<file path="src/rtl/core/tstp_pkg.sv">
`timescale 1ns / 1ps
package tstp_pkg;

	localparam logic [7:0] KIND_END  = 8'd0;
	localparam logic [7:0] KIND_NOP  = 8'd1;
	localparam logic [7:0] KIND_TSTP = 8'd8;

	localparam logic [5:0] POS_OFFSET   = 6'd12;
	localparam logic [5:0] POS_HDR_LAST = 6'd19;
	localparam logic [5:0] POS_MAX      = 6'd63;
	localparam logic [3:0] MIN_WORDS    = 4'd5;
	localparam logic [7:0] MIN_OPT_LEN  = 8'd2;
	localparam logic [7:0] TSTP_BYTES   = 8'd8;

	localparam logic [1:0] STAT_FOUND  = 2'd0;
	localparam logic [1:0] STAT_NO_OPT = 2'd1;
	localparam logic [1:0] STAT_ABSENT = 2'd2;
	localparam logic [1:0] STAT_BAD    = 2'd3;

	typedef enum logic [2:0] {
		PH_HEADER  = 3'd0,
		PH_KIND    = 3'd1,
		PH_LEN     = 3'd2,
		PH_SKIP    = 3'd3,
		PH_CAPTURE = 3'd4,
		PH_FOUND   = 3'd5,
		PH_ABSENT  = 3'd6,
		PH_BAD     = 3'd7
	} phase_t;

	typedef struct packed {
		logic [7:0] seg_byte;
		logic       seg_last;
	} seg_item_t;

	typedef struct packed {
		logic [1:0]  parse_status;
		logic [31:0] ts_value;
		logic [31:0] ts_echo;
	} res_item_t;

endpackage

</file>
<file path="src/rtl/core/tcp_timestamp_option_parser_core.sv">
`timescale 1ns / 1ps
// TCP timestamp option parser.
// Input channel seg: one segment byte per transaction, header first in wire
// order, seg_last set on the final byte of the segment.
// Output channel res: one transaction per segment, carrying the parse status
// and the two timestamp words (zero unless the timestamp was found).
// Both channels: a transaction completes on a rising edge with valid high
// and stall low.
// Throughput: one byte per cycle while seg_stall is low. A byte is taken
// into an input register, then the option walk updates its counters and
// phase, and the final byte of a segment loads the result register.
// When res stalls with a result pending, non-final bytes keep flowing; a
// final byte waits in the input register and seg_stall rises until the
// pending result is taken.
// Reset (arst_n low) empties both registers and returns the walk to the
// fixed header phase.
module tcp_timestamp_option_parser_core (
	input  logic               clk,
	input  logic               arst_n,
	input  logic               seg_valid,
	output logic               seg_stall,
	input  tstp_pkg::seg_item_t seg,
	output logic               res_valid,
	input  logic               res_stall,
	output tstp_pkg::res_item_t res
);
	import tstp_pkg::*;

	logic       valid_s1;
	seg_item_t  item_s1;
	logic       advance;
	logic       take_in;

	logic [5:0]  pos_q, pos_b, pos_n;
	logic [3:0]  words_q, words_b, words_n;
	phase_t      phase_q, phase_b, phase_n;
	logic [7:0]  skip_q, skip_b, skip_n;
	logic [63:0] stamp_q, stamp_b, stamp_n;
	logic        given_q;

	logic [5:0]  hdr_end;
	logic [8:0]  opt_reach;
	logic [1:0]  status_n;

	logic        res_valid_q;
	res_item_t   res_q;

	assign advance   = valid_s1 && (!item_s1.seg_last || !res_valid_q || !res_stall);
	assign seg_stall = valid_s1 && !advance;
	assign take_in   = seg_valid && !seg_stall;
	assign res_valid = res_valid_q;
	assign res       = res_q;

	always_ff @(posedge clk or negedge arst_n) begin
		if (!arst_n) begin
			valid_s1 <= 1'b0;
		end else if (take_in) begin
			valid_s1 <= 1'b1;
		end else if (advance) begin
			valid_s1 <= 1'b0;
		end
	end

	always_ff @(posedge clk) begin
		if (take_in) begin
			item_s1 <= seg;
		end
	end

	always_comb begin
		if (given_q) begin
			pos_b   = '0;
			words_b = '0;
			phase_b = PH_HEADER;
			skip_b  = '0;
			stamp_b = '0;
		end else begin
			pos_b   = pos_q;
			words_b = words_q;
			phase_b = phase_q;
			skip_b  = skip_q;
			stamp_b = stamp_q;
		end
	end

	assign hdr_end   = {words_b, 2'b00};
	assign opt_reach = {3'b000, pos_b} - 9'd1 + {1'b0, item_s1.seg_byte};

	always_comb begin
		words_n = words_b;
		phase_n = phase_b;
		skip_n  = skip_b;
		stamp_n = stamp_b;
		unique case (phase_b)
			PH_HEADER: begin
				if (pos_b == POS_OFFSET) begin
					words_n = item_s1.seg_byte[7:4];
				end
				if (pos_b == POS_HDR_LAST) begin
					phase_n = (words_n <= MIN_WORDS) ? PH_ABSENT : PH_KIND;
				end
			end
			PH_KIND: begin
				if (item_s1.seg_byte == KIND_END) begin
					phase_n = PH_ABSENT;
				end else if (item_s1.seg_byte == KIND_NOP) begin
					phase_n = ({1'b0, pos_b} + 7'd1 >= {1'b0, hdr_end}) ? PH_ABSENT : PH_KIND;
				end else if (item_s1.seg_byte == KIND_TSTP) begin
					if ({1'b0, pos_b} + 7'd10 > {1'b0, hdr_end}) begin
						phase_n = PH_BAD;
					end else begin
						skip_n  = 8'd1;
						phase_n = PH_LEN;
					end
				end else begin
					skip_n  = 8'd0;
					phase_n = PH_LEN;
				end
			end
			PH_LEN: begin
				if (item_s1.seg_byte < MIN_OPT_LEN) begin
					phase_n = PH_BAD;
				end else if (skip_b == 8'd1) begin
					skip_n  = TSTP_BYTES;
					stamp_n = '0;
					phase_n = PH_CAPTURE;
				end else if (opt_reach >= {3'b000, hdr_end}) begin
					phase_n = PH_ABSENT;
				end else if (item_s1.seg_byte == MIN_OPT_LEN) begin
					phase_n = PH_KIND;
				end else begin
					skip_n  = item_s1.seg_byte - MIN_OPT_LEN;
					phase_n = PH_SKIP;
				end
			end
			PH_SKIP: begin
				skip_n = skip_b - 8'd1;
				if (skip_n == 8'd0) begin
					phase_n = PH_KIND;
				end
			end
			PH_CAPTURE: begin
				stamp_n = {stamp_b[55:0], item_s1.seg_byte};
				skip_n  = skip_b - 8'd1;
				if (skip_n == 8'd0) begin
					phase_n = PH_FOUND;
				end
			end
			default: begin
			end
		endcase
		pos_n = (pos_b < POS_MAX) ? pos_b + 6'd1 : pos_b;
	end

	always_comb begin
		if (phase_n == PH_FOUND) begin
			status_n = STAT_FOUND;
		end else if (phase_n == PH_ABSENT) begin
			status_n = (words_n <= MIN_WORDS) ? STAT_NO_OPT : STAT_ABSENT;
		end else begin
			status_n = STAT_BAD;
		end
	end

	always_ff @(posedge clk or negedge arst_n) begin
		if (!arst_n) begin
			pos_q   <= '0;
			words_q <= '0;
			phase_q <= PH_HEADER;
			skip_q  <= '0;
			stamp_q <= '0;
			given_q <= 1'b0;
		end else if (advance) begin
			pos_q   <= pos_n;
			words_q <= words_n;
			phase_q <= phase_n;
			skip_q  <= skip_n;
			stamp_q <= stamp_n;
			given_q <= item_s1.seg_last;
		end
	end

	always_ff @(posedge clk or negedge arst_n) begin
		if (!arst_n) begin
			res_valid_q <= 1'b0;
		end else if (advance && item_s1.seg_last) begin
			res_valid_q <= 1'b1;
		end else if (!res_stall) begin
			res_valid_q <= 1'b0;
		end
	end

	always_ff @(posedge clk) begin
		if (advance && item_s1.seg_last) begin
			res_q.parse_status <= status_n;
			res_q.ts_value     <= (phase_n == PH_FOUND) ? stamp_n[63:32] : 32'd0;
			res_q.ts_echo      <= (phase_n == PH_FOUND) ? stamp_n[31:0] : 32'd0;
		end
	end

endmodule
</file>
<file path="config.mk">
export PLATFORM = sky130hd
export DESIGN_NAME = tcp_timestamp_option_parser_core
export DESIGN_NICKNAME = d
export VERILOG_FILES = /design/src/rtl/core/tstp_pkg.sv /design/src/rtl/core/tcp_timestamp_option_parser_core.sv
export SDC_FILE = /design/constraint.sdc
export NUM_CORES = 1
export LEC_CHECK = 0
export BUFFER_PORTS_ARGS = -buffer_cell sky130_fd_sc_hd__buf_2
export CAP_MARGIN = 20
export CORE_MARGIN = 8
export CORE_UTILIZATION = 51
export CTS_CLUSTER_SIZE = 12
export DETAILED_ROUTE_END_ITERATION = 12
export MAX_ROUTING_LAYER = met4
export PLACE_DENSITY_LB_ADDON = 0.3
export SLEW_MARGIN = 15
export SYNTH_ARGS = -nofsm -noshare
export SYNTH_HDL_FRONTEND = slang
export SYNTH_SLANG_ARGS = --single-unit
</file>
<file path="constraint.sdc">
create_clock -name clk -period 8.58 [get_ports clk]
set_clock_uncertainty 0.05 [all_clocks]
set_input_delay 1.716 -clock clk [delete_from_list [all_inputs] [get_ports clk]]
set_output_delay 1.716 -clock clk [all_outputs]
set_load 0.1 [all_outputs]
</file>
==> flow_summary.toml, run 1 <==
[global_route]
grt-ovfl-total = 0
grt.total_usage = 0.2080
grt_max_degree = 76
grt_antenna_before_repair = 0
grt_pass1_vias = 5936
grt_pass1_wl_mm = 32.41

[critical_path]
reg2reg_setup_slack_ns = 3.27
cp.arrival_ns = 5.40
cp_top_family = "compound AO/OA/AOI/OAI gates"
r2r-start = "given_q$_DFFE_PN0P_"
cp_slowest_stage_delay_ns = 0.50
slowest_stage = "buf_4"
critPathKind = "reg2reg"
crit_path_end_kind = "flip-flop"
worst-path-buf-inv = 5
crit_required_ns = 8.67
r2r_cells = 22
start_kind = "flip-flop"
r2r-end = "res[53]$_SDFFCE_PP0P_"
cp_cell_sequence = "buf_4 -> inv_1 -> nand2_1 -> inv_1 -> ha_1 -> inv_1 -> ha_1 -> a21o_1 -> a21oi_1 -> nor2b_1 -> o21a_1 -> nor2_1 -> xnor2_1 -> ha_1 -> a21oi_1 -> o21ai_0 -> a31oi_1 -> nand4_1 -> a2111o_1 -> nand3_2 -> buf_4 -> nor2_1"
critPathMaxFanout = 66

[clock_network]
clk_pin_slew_ns = 0.06
cts_tree = "yes"
h-tree-depth = 4
cts_setup_buffers = 0
clockBufferDepth = 2
cts_buffers = 17
cts_hold_buf = 0
insertion_delay_ns = 0.43
post_cts_resized = 0
cts.sinks = 163
cts_root_buffer = "clkbuf_16"

[finish]
fin_cells = 1029
antenna_cells = 0
seq_area_mm2 = 0.004454
post-route-util = 0.5883
area_delta_synth_final_pct = 13.58
nFillCells = 1283
multiInputGateArea_mm2 = 0.003460
fin_nets = 843
drive_gt1_frac = 0.1673

[synth]
postSynthCellCount = 743
ys_ff_latch = 163
ys_seq_area_frac = 0.5433
synth_edf_count = 75
synth_flop_cell = "dfrtp_1"
yosys_warnings = 0
avgSynthCellArea_um2 = 11.03
synth_area_leaders = "edfxtp_1 27%, dfrtp_1 27%, a22o_1 6.9%"
synth_cell_types = 63
syn-cell-area_mm2 = 0.008198
synth.top_cell.area_share = 0.2747
synth_nets = 786
async_reset_ff_frac = 0.5399
synth_area_leader_cell = "edfxtp_1"

[sta]
period_share = 0.6190
fmax_mhz = 188.3
grt_setup_unrepaired = "no"
holdWs_ns = 0.4287
fin_ws_ns = 3.269
slew_headroom = 0.3588
timing.final.max_slew_violations = 0
finalSetupViolCount = 0
fin_tns_setup_ns = 0
period_minus_slack_ns = 5.311
hold_viol_final = 0
tightest_slew_ns = 0.9376

[placed_design]
gp_congestion = 0.9398
dpl.hpwl_mm = 13.79
io_buffers = 80
dp_cells = 997
pre_cts_slack_ns = 3.307

[detailed_routing]
drtPass1Iterations = 6
drt-wirelength-per-cell_um = 19.66
dr_wl_met3_mm = 1.095
met1Wirelength_mm = 8.997
drtAntennaViolNets = 0
wl_mm = 20.23
first_iter_violations = 751
vias = 6314
met2_length_mm = 9.703
viasPerCell = 6.136
drc = 0
top_layer = "met4"

[die]
die_h_um = 142.8
coreArea_mm2 = 0.01583
start_util = 0.5179
die_width_um = 142.8
fp-row-count = 46
die_area_mm2 = 0.02039
ios = 81

[worst_hold_path]
hold_path_class = "reg2reg"
holdPathStages = 2
min_from = "words_q[0]$_DFFE_PN0P_"
worstHoldEndpoint = "words_q[0]$_DFFE_PN0P_"

[power_and_ir_drop]
power.leakage_nw = 3.843
vdd_drop_max_mv = 0.1376
power_density_mw_per_mm2 = 237.9

[status]
status = "completed"

[job]
cap_viol_max_count = 0
final cells by class:
type	instances	share of cell area
inverters	17	0.006853
flip-flops and latches	163	0.4784
well taps	216	0.02902
repair buffers	89	0.05052
clock buffers	19	0.04864
multi-input cells	512	0.3715
clock inverters	13	0.01505
layout by cell type, fill, tap and decap left out, types with 11 or more instances in the layout:
cell type	n
edfxtp_1	75
xnor2_1	19
inv_1	17
a22o_1	65
nor2b_1	11
dfrtp_1	88
clkbuf_16	17
o21ai_0	23
ha_1	29
a21oi_1	20
nand2_1	48
buf_2	79
a22oi_1	65
nor2_1	99
report_power, final:
| part | leakage (nW) | switching, mW | internal, mW |
|---|---|---|---|
| registers | 1.94 | 0.0448 | 0.851 |
| logic | 1.61 | 0.374 | 0.193 |
| clock network | 0.296 | 0.326 | 0.426 |
| total | 3.84 | 0.745 | 1.47 |
worst max-delay path by stage:
| stage | from | end | depth (start not counted) |
|---|---|---|---|
| global route | given_q$_DFFE_PN0P_ | res[1]$_SDFFCE_PP0P_ | 20 |
| floorplan | given_q$_DFFE_PN0P_ | res[22]$_SDFFCE_PP0P_ | 24 |
| CTS | given_q$_DFFE_PN0P_ | res[0]$_SDFFCE_PP0P_ | 22 |
| finish | given_q$_DFFE_PN0P_ | res[53]$_SDFFCE_PP0P_ | 22 |
| detailed placement | given_q$_DFFE_PN0P_ | res[40]$_SDFFCE_PP0P_ | 22 |
| global placement | given_q$_DFFE_PN0P_ | res[65]$_SDFFCE_PN0P_ | 20 |
state kept, by name, summed over array words and instances (netlist names):
register   flops
res           66
stamp_q       64
item_s1        9
skip_q         8
pos_q          6
words_q        4
phase_q        3
given_q        1
res_valid      1
valid_s1       1
logic make-up (layout without fill, tap and decap cells):
family / Yosys count / count (layout) / share of synthesized area
AO/OA/AOI/OAI: 227 / 227 / 0.2097
XOR/XNOR: 25 / 25 / 0.02671
adder cells (fa/ha/maj): 30 / 30 / 0.04670
buffers and inverters: 68 / 138 / 0.03617
flip-flops: 163 / 163 / 0.5433
multiplexers: 6 / 6 / 0.007326
AND/OR/NAND/NOR: 224 / 224 / 0.1300
stage by stage:
stage / total power, mW / area [um2]
2_1_floorplan: 1.352 / 8198
3_3_place_gp: 1.462 / 8718
3_5_place_dp: 1.477 / 8718
4_1_cts: 2.228 / 9311
5_1_grt: 2.331 / 9311
6_report: 2.215 / 9311
metal layers:
metal	vias to the layer above	global-route usage
li1	2914	-
met1	3165	0.2660
met2	209	0.3287
met3	26	0.04007
met4	0	0.06655
met5	-	-
Yosys cell counts (8+ instances only):
cell type and n:
nor2_1 99, dfrtp_1 88, edfxtp_1 75, a22o_1 65, a22oi_1 65, nand2_1 48
clkbuf_1 32, ha_1 29, o21ai_0 23, a21oi_1 20, xnor2_1 19, inv_1 17
nand3_1 11, nor2b_1 11, nor3_1 10, a21o_1 9, nand4_1 9, buf_1 8
worst reg2reg max path, stage by stage, from the launching register on:
cell      delay, ns
dfrtp_1        0.36
buf_4          0.22
inv_1          0.36
nand2_1        0.17
inv_1          0.09
ha_1           0.22
inv_1          0.09
ha_1           0.23
a21o_1         0.15
a21oi_1        0.30
nor2b_1        0.09
o21a_1         0.17
nor2_1         0.11
xnor2_1        0.14
ha_1           0.26
a21oi_1        0.12
o21ai_0        0.10
a31oi_1        0.35
nand4_1        0.19
a2111o_1       0.46
nand3_2        0.08
buf_4          0.50
nor2_1         0.21
Note: power is estimated with default switching activity, not from simulation.
==> inputs of run 2 (changes only) <==
--- a/config.mk
+++ b/config.mk
@@ -5,6 +5,7 @@
 export SDC_FILE = /design/constraint.sdc
 export NUM_CORES = 1
 export LEC_CHECK = 0
+export ABC_AREA = 1
 export BUFFER_PORTS_ARGS = -buffer_cell sky130_fd_sc_hd__buf_2
 export CAP_MARGIN = 20
 export CORE_MARGIN = 8
==> constraint.sdc (replaced) <==
create_clock -name clk -period 4.4 [get_ports clk]
set_clock_uncertainty 0.05 [all_clocks]
set_input_delay 0.88 -clock clk [delete_from_list [all_inputs] [get_ports clk]]
set_output_delay 0.88 -clock clk [all_outputs]
set_load 0.1 [all_outputs]
==> flow_summary.toml, run 2 <==
[critical_path]
r2r-start = "given_q$_DFFE_PN0P_"
cp_top_family = "simple AND/OR/NAND/NOR gates"
reg2reg_setup_slack_ns = 0.37
cp.arrival_ns = 4.16
critPathMaxFanout = 33
crit_path_end_kind = "flip-flop"
crit_path_frequent_cell = "nand2_1"
cp-startpoint = "given_q$_DFFE_PN0P_"
start_kind = "flip-flop"
slowest_stage = "dfrtp_1"
r2r-end = "res[29]$_SDFFCE_PP0P_"
worst-path-buf-inv = 3
cp_cell_sequence = "inv_2 -> nand2_1 -> ha_1 -> inv_1 -> nor2_1 -> xor2_1 -> ha_1 -> nand2_1 -> nand2_1 -> a31oi_1 -> xnor2_1 -> ha_1 -> a21oi_1 -> a21boi_1 -> nand2_1 -> nor2_2 -> nand4_1 -> nand2_1 -> nand2_1 -> nand3b_4 -> buf_8 -> nor2_1"
crit_required_ns = 4.53
crit_cells = 22
r2r_cells = 22
critPathKind = "reg2reg"
cp_slowest_stage_delay_ns = 0.43

[placed_design]
dp_cells = 1281
gp_congestion = 0.9393
io_buffers = 80
dpl.hpwl_mm = 14.69

[synth]
avgSynthCellArea_um2 = 8.706
syn-cell-area_mm2 = 0.008767
ys_seq_area_frac = 0.5081
ys_ff_latch = 163
synth_area_leader_cell = "edfxtp_1"
synth.top_cell.area_share = 0.2569
synth_xor_area_frac = 0.01998
synth_nets = 1050
async_reset_ff_frac = 0.5399
synth_edf_count = 75
synth_fa_ha_area_frac = 0.04367
synth_cell_types = 43
synthTopCellsByCount = "248 x nand2_1, 104 x inv_1, 88 x dfrtp_1, 88 x nor2_1, 86 x o21ai_0"
synth-simple-area-share = 0.2124
synth_area_leaders = "edfxtp_1 26%, dfrtp_1 25%, nand2_1 11%"
synth_top_family_by_area = "simple AND/OR/NAND/NOR gates"
synth_compound_area_frac = 0.1426
yosys_warnings = 0
synth_flop_cell = "dfrtp_1"
postSynthCellCount = 1007
synth_mux_area_frac = 0
yosysMostFrequentCell = "nand2_1"

[finish]
fin_nets = 1119
layout_common_cells = "245 x nand2_1, 103 x inv_1, 88 x dfrtp_1"
fin_cells = 1314
nFillCells = 1487
largest_register_ffs = 66
drive_gt1_frac = 0.1781
area_delta_synth_final_pct = 15.01
final_common_cell = "nand2_1"
antenna_cells = 0

[status]
status = "completed"

[sta]
hold_viol_final = 0
slew_headroom = 0.5114
finalSetupViolCount = 0
period_minus_slack_ns = 4.028
fin_tns_setup_ns = 0
tightest_slew_ns = 0.7303
period_share = 0.9154
timing.final.max_slew_violations = 0
holdWs_ns = 0.2949
fmax_mhz = 248.3
grt_setup_unrepaired = "no"

[die]
coreArea_mm2 = 0.01706
start_util = 0.5140
fp-row-count = 48
ios = 81
die_h_um = 147.1
die_width_um = 147.1
die_area_mm2 = 0.02164

[power_and_ir_drop]
finalPower_mw = 5.207
vdd_drop_max_mv = 0.2877
power_density_mw_per_mm2 = 516.4
power.leakage_nw = 4.383

[global_route]
grt.total_usage = 0.2069
grt_max_degree = 126
grt_pass1_vias = 7020
grt-ovfl-total = 0
grt_pass1_wl_mm = 35.02
grt_antenna_before_repair = 0

[detailed_routing]
drt-wirelength-per-cell_um = 16.28
vias = 7148
drc = 0
first_iter_violations = 596
drtAntennaViolNets = 0
wl_mm = 21.40
drtPass1Iterations = 5
viasPerCell = 5.440

[clock_network]
cts.sinks = 163
insertion_delay_ns = 0.43
cts_root_buffer = "clkbuf_16"
clockBufferDepth = 2
h-tree-depth = 4
cts_tree = "yes"
clk_pin_slew_ns = 0.07
cts_hold_buf = 0
cts_buffers = 17

[worst_hold_path]
hold_path_class = "in2async"

[job]
cap_viol_max_count = 0
==> run 2: cell families after synthesis <==
family | Yosys count
fa+ha+maj | 30
buf+inv | 156
xor+xnor | 20
flops | 163
simple gates | 434
compound gates | 204
==> run 2: report_power, final <==
group,switching (mW),internal (mW),total (mW)
Combinational,1.22,0.553,1.78
Sequential,0.0617,1.70,1.76
Clock,0.635,1.03,1.67
Total,1.92,3.29,5.21
==> run 2: how the worst max path moves through the flow <==
stage / endpoint / slack, ns
6_report: res[29]$_SDFFCE_PP0P_ / 0.37
3_3_place_gp: res[29]$_SDFFCE_PP0P_ / 0.27
2_1_floorplan: res[24]$_SDFFCE_PP0P_ / 0.31
3_5_place_dp: res[31]$_SDFFCE_PP0P_ / 0.15
5_1_grt: res[2]$_SDFFCE_PP0P_ / 0.04
4_1_cts: res[58]$_SDFFCE_PP0P_ / 0.14
==> run 2: area by class of cell <==
cell class / instances / area [um2] / share of cell area
Sequential cell: 163 / 4454 / 0.4417
Multi-Input combinational cell: 688 / 3704 / 0.3673
Timing Repair Buffer: 96 / 566.8 / 0.05621
Clock buffer: 18 / 439.2 / 0.04355
Inverter: 110 / 412.9 / 0.04095
Tap cell: 225 / 281.5 / 0.02792
Clock inverter: 14 / 225.2 / 0.02234
==> run 2: timing repair <==
| item | CTS | global route |
|---|---|---|
| endpoints found under the hold margin | 0 | 0 |
| buffers inserted | 0 | 0 |
| gates resized for setup | 0 | 10 |
| setup endpoints to repair | 0 | 71 |
==> run 2: layer usage <==
layer	routed length, um	up-vias	track usage
met2	10250	218	0.3268
met4	696	0	0.09128
li1	-	3473	-
met3	928	51	0.04060
met5	0	-	-
met1	9522	3406	0.2548
==> run 2: stage by stage <==
| stage | util | area [um2] | setup slack [ns] |
|---|---|---|---|
| after floorplan | - | 8767 | 0.3142 |
| after global placement | 0.5490 | 9364 | 0.2666 |
| after detailed placement | 0.5490 | 9364 | 0.1541 |
| after CTS | 0.5880 | 10030 | 0.1448 |
| after global routing | 0.5912 | 10080 | 0.03938 |
| final | 0.5912 | 10080 | 0.3722 |
==> run 2: worst register-to-register path, cell delays in order (launching register included) <==
cell and delay [ns]:
dfrtp_1 0.43, inv_2 0.13, nand2_1 0.13, ha_1 0.25
inv_1 0.09, nor2_1 0.06, xor2_1 0.14, ha_1 0.35
nand2_1 0.10, nand2_1 0.07, a31oi_1 0.18, xnor2_1 0.15
ha_1 0.27, a21oi_1 0.12, a21boi_1 0.20, nand2_1 0.09
nor2_2 0.13, nand4_1 0.11, nand2_1 0.08, nand2_1 0.13
nand3b_4 0.15, buf_8 0.31, nor2_1 0.08
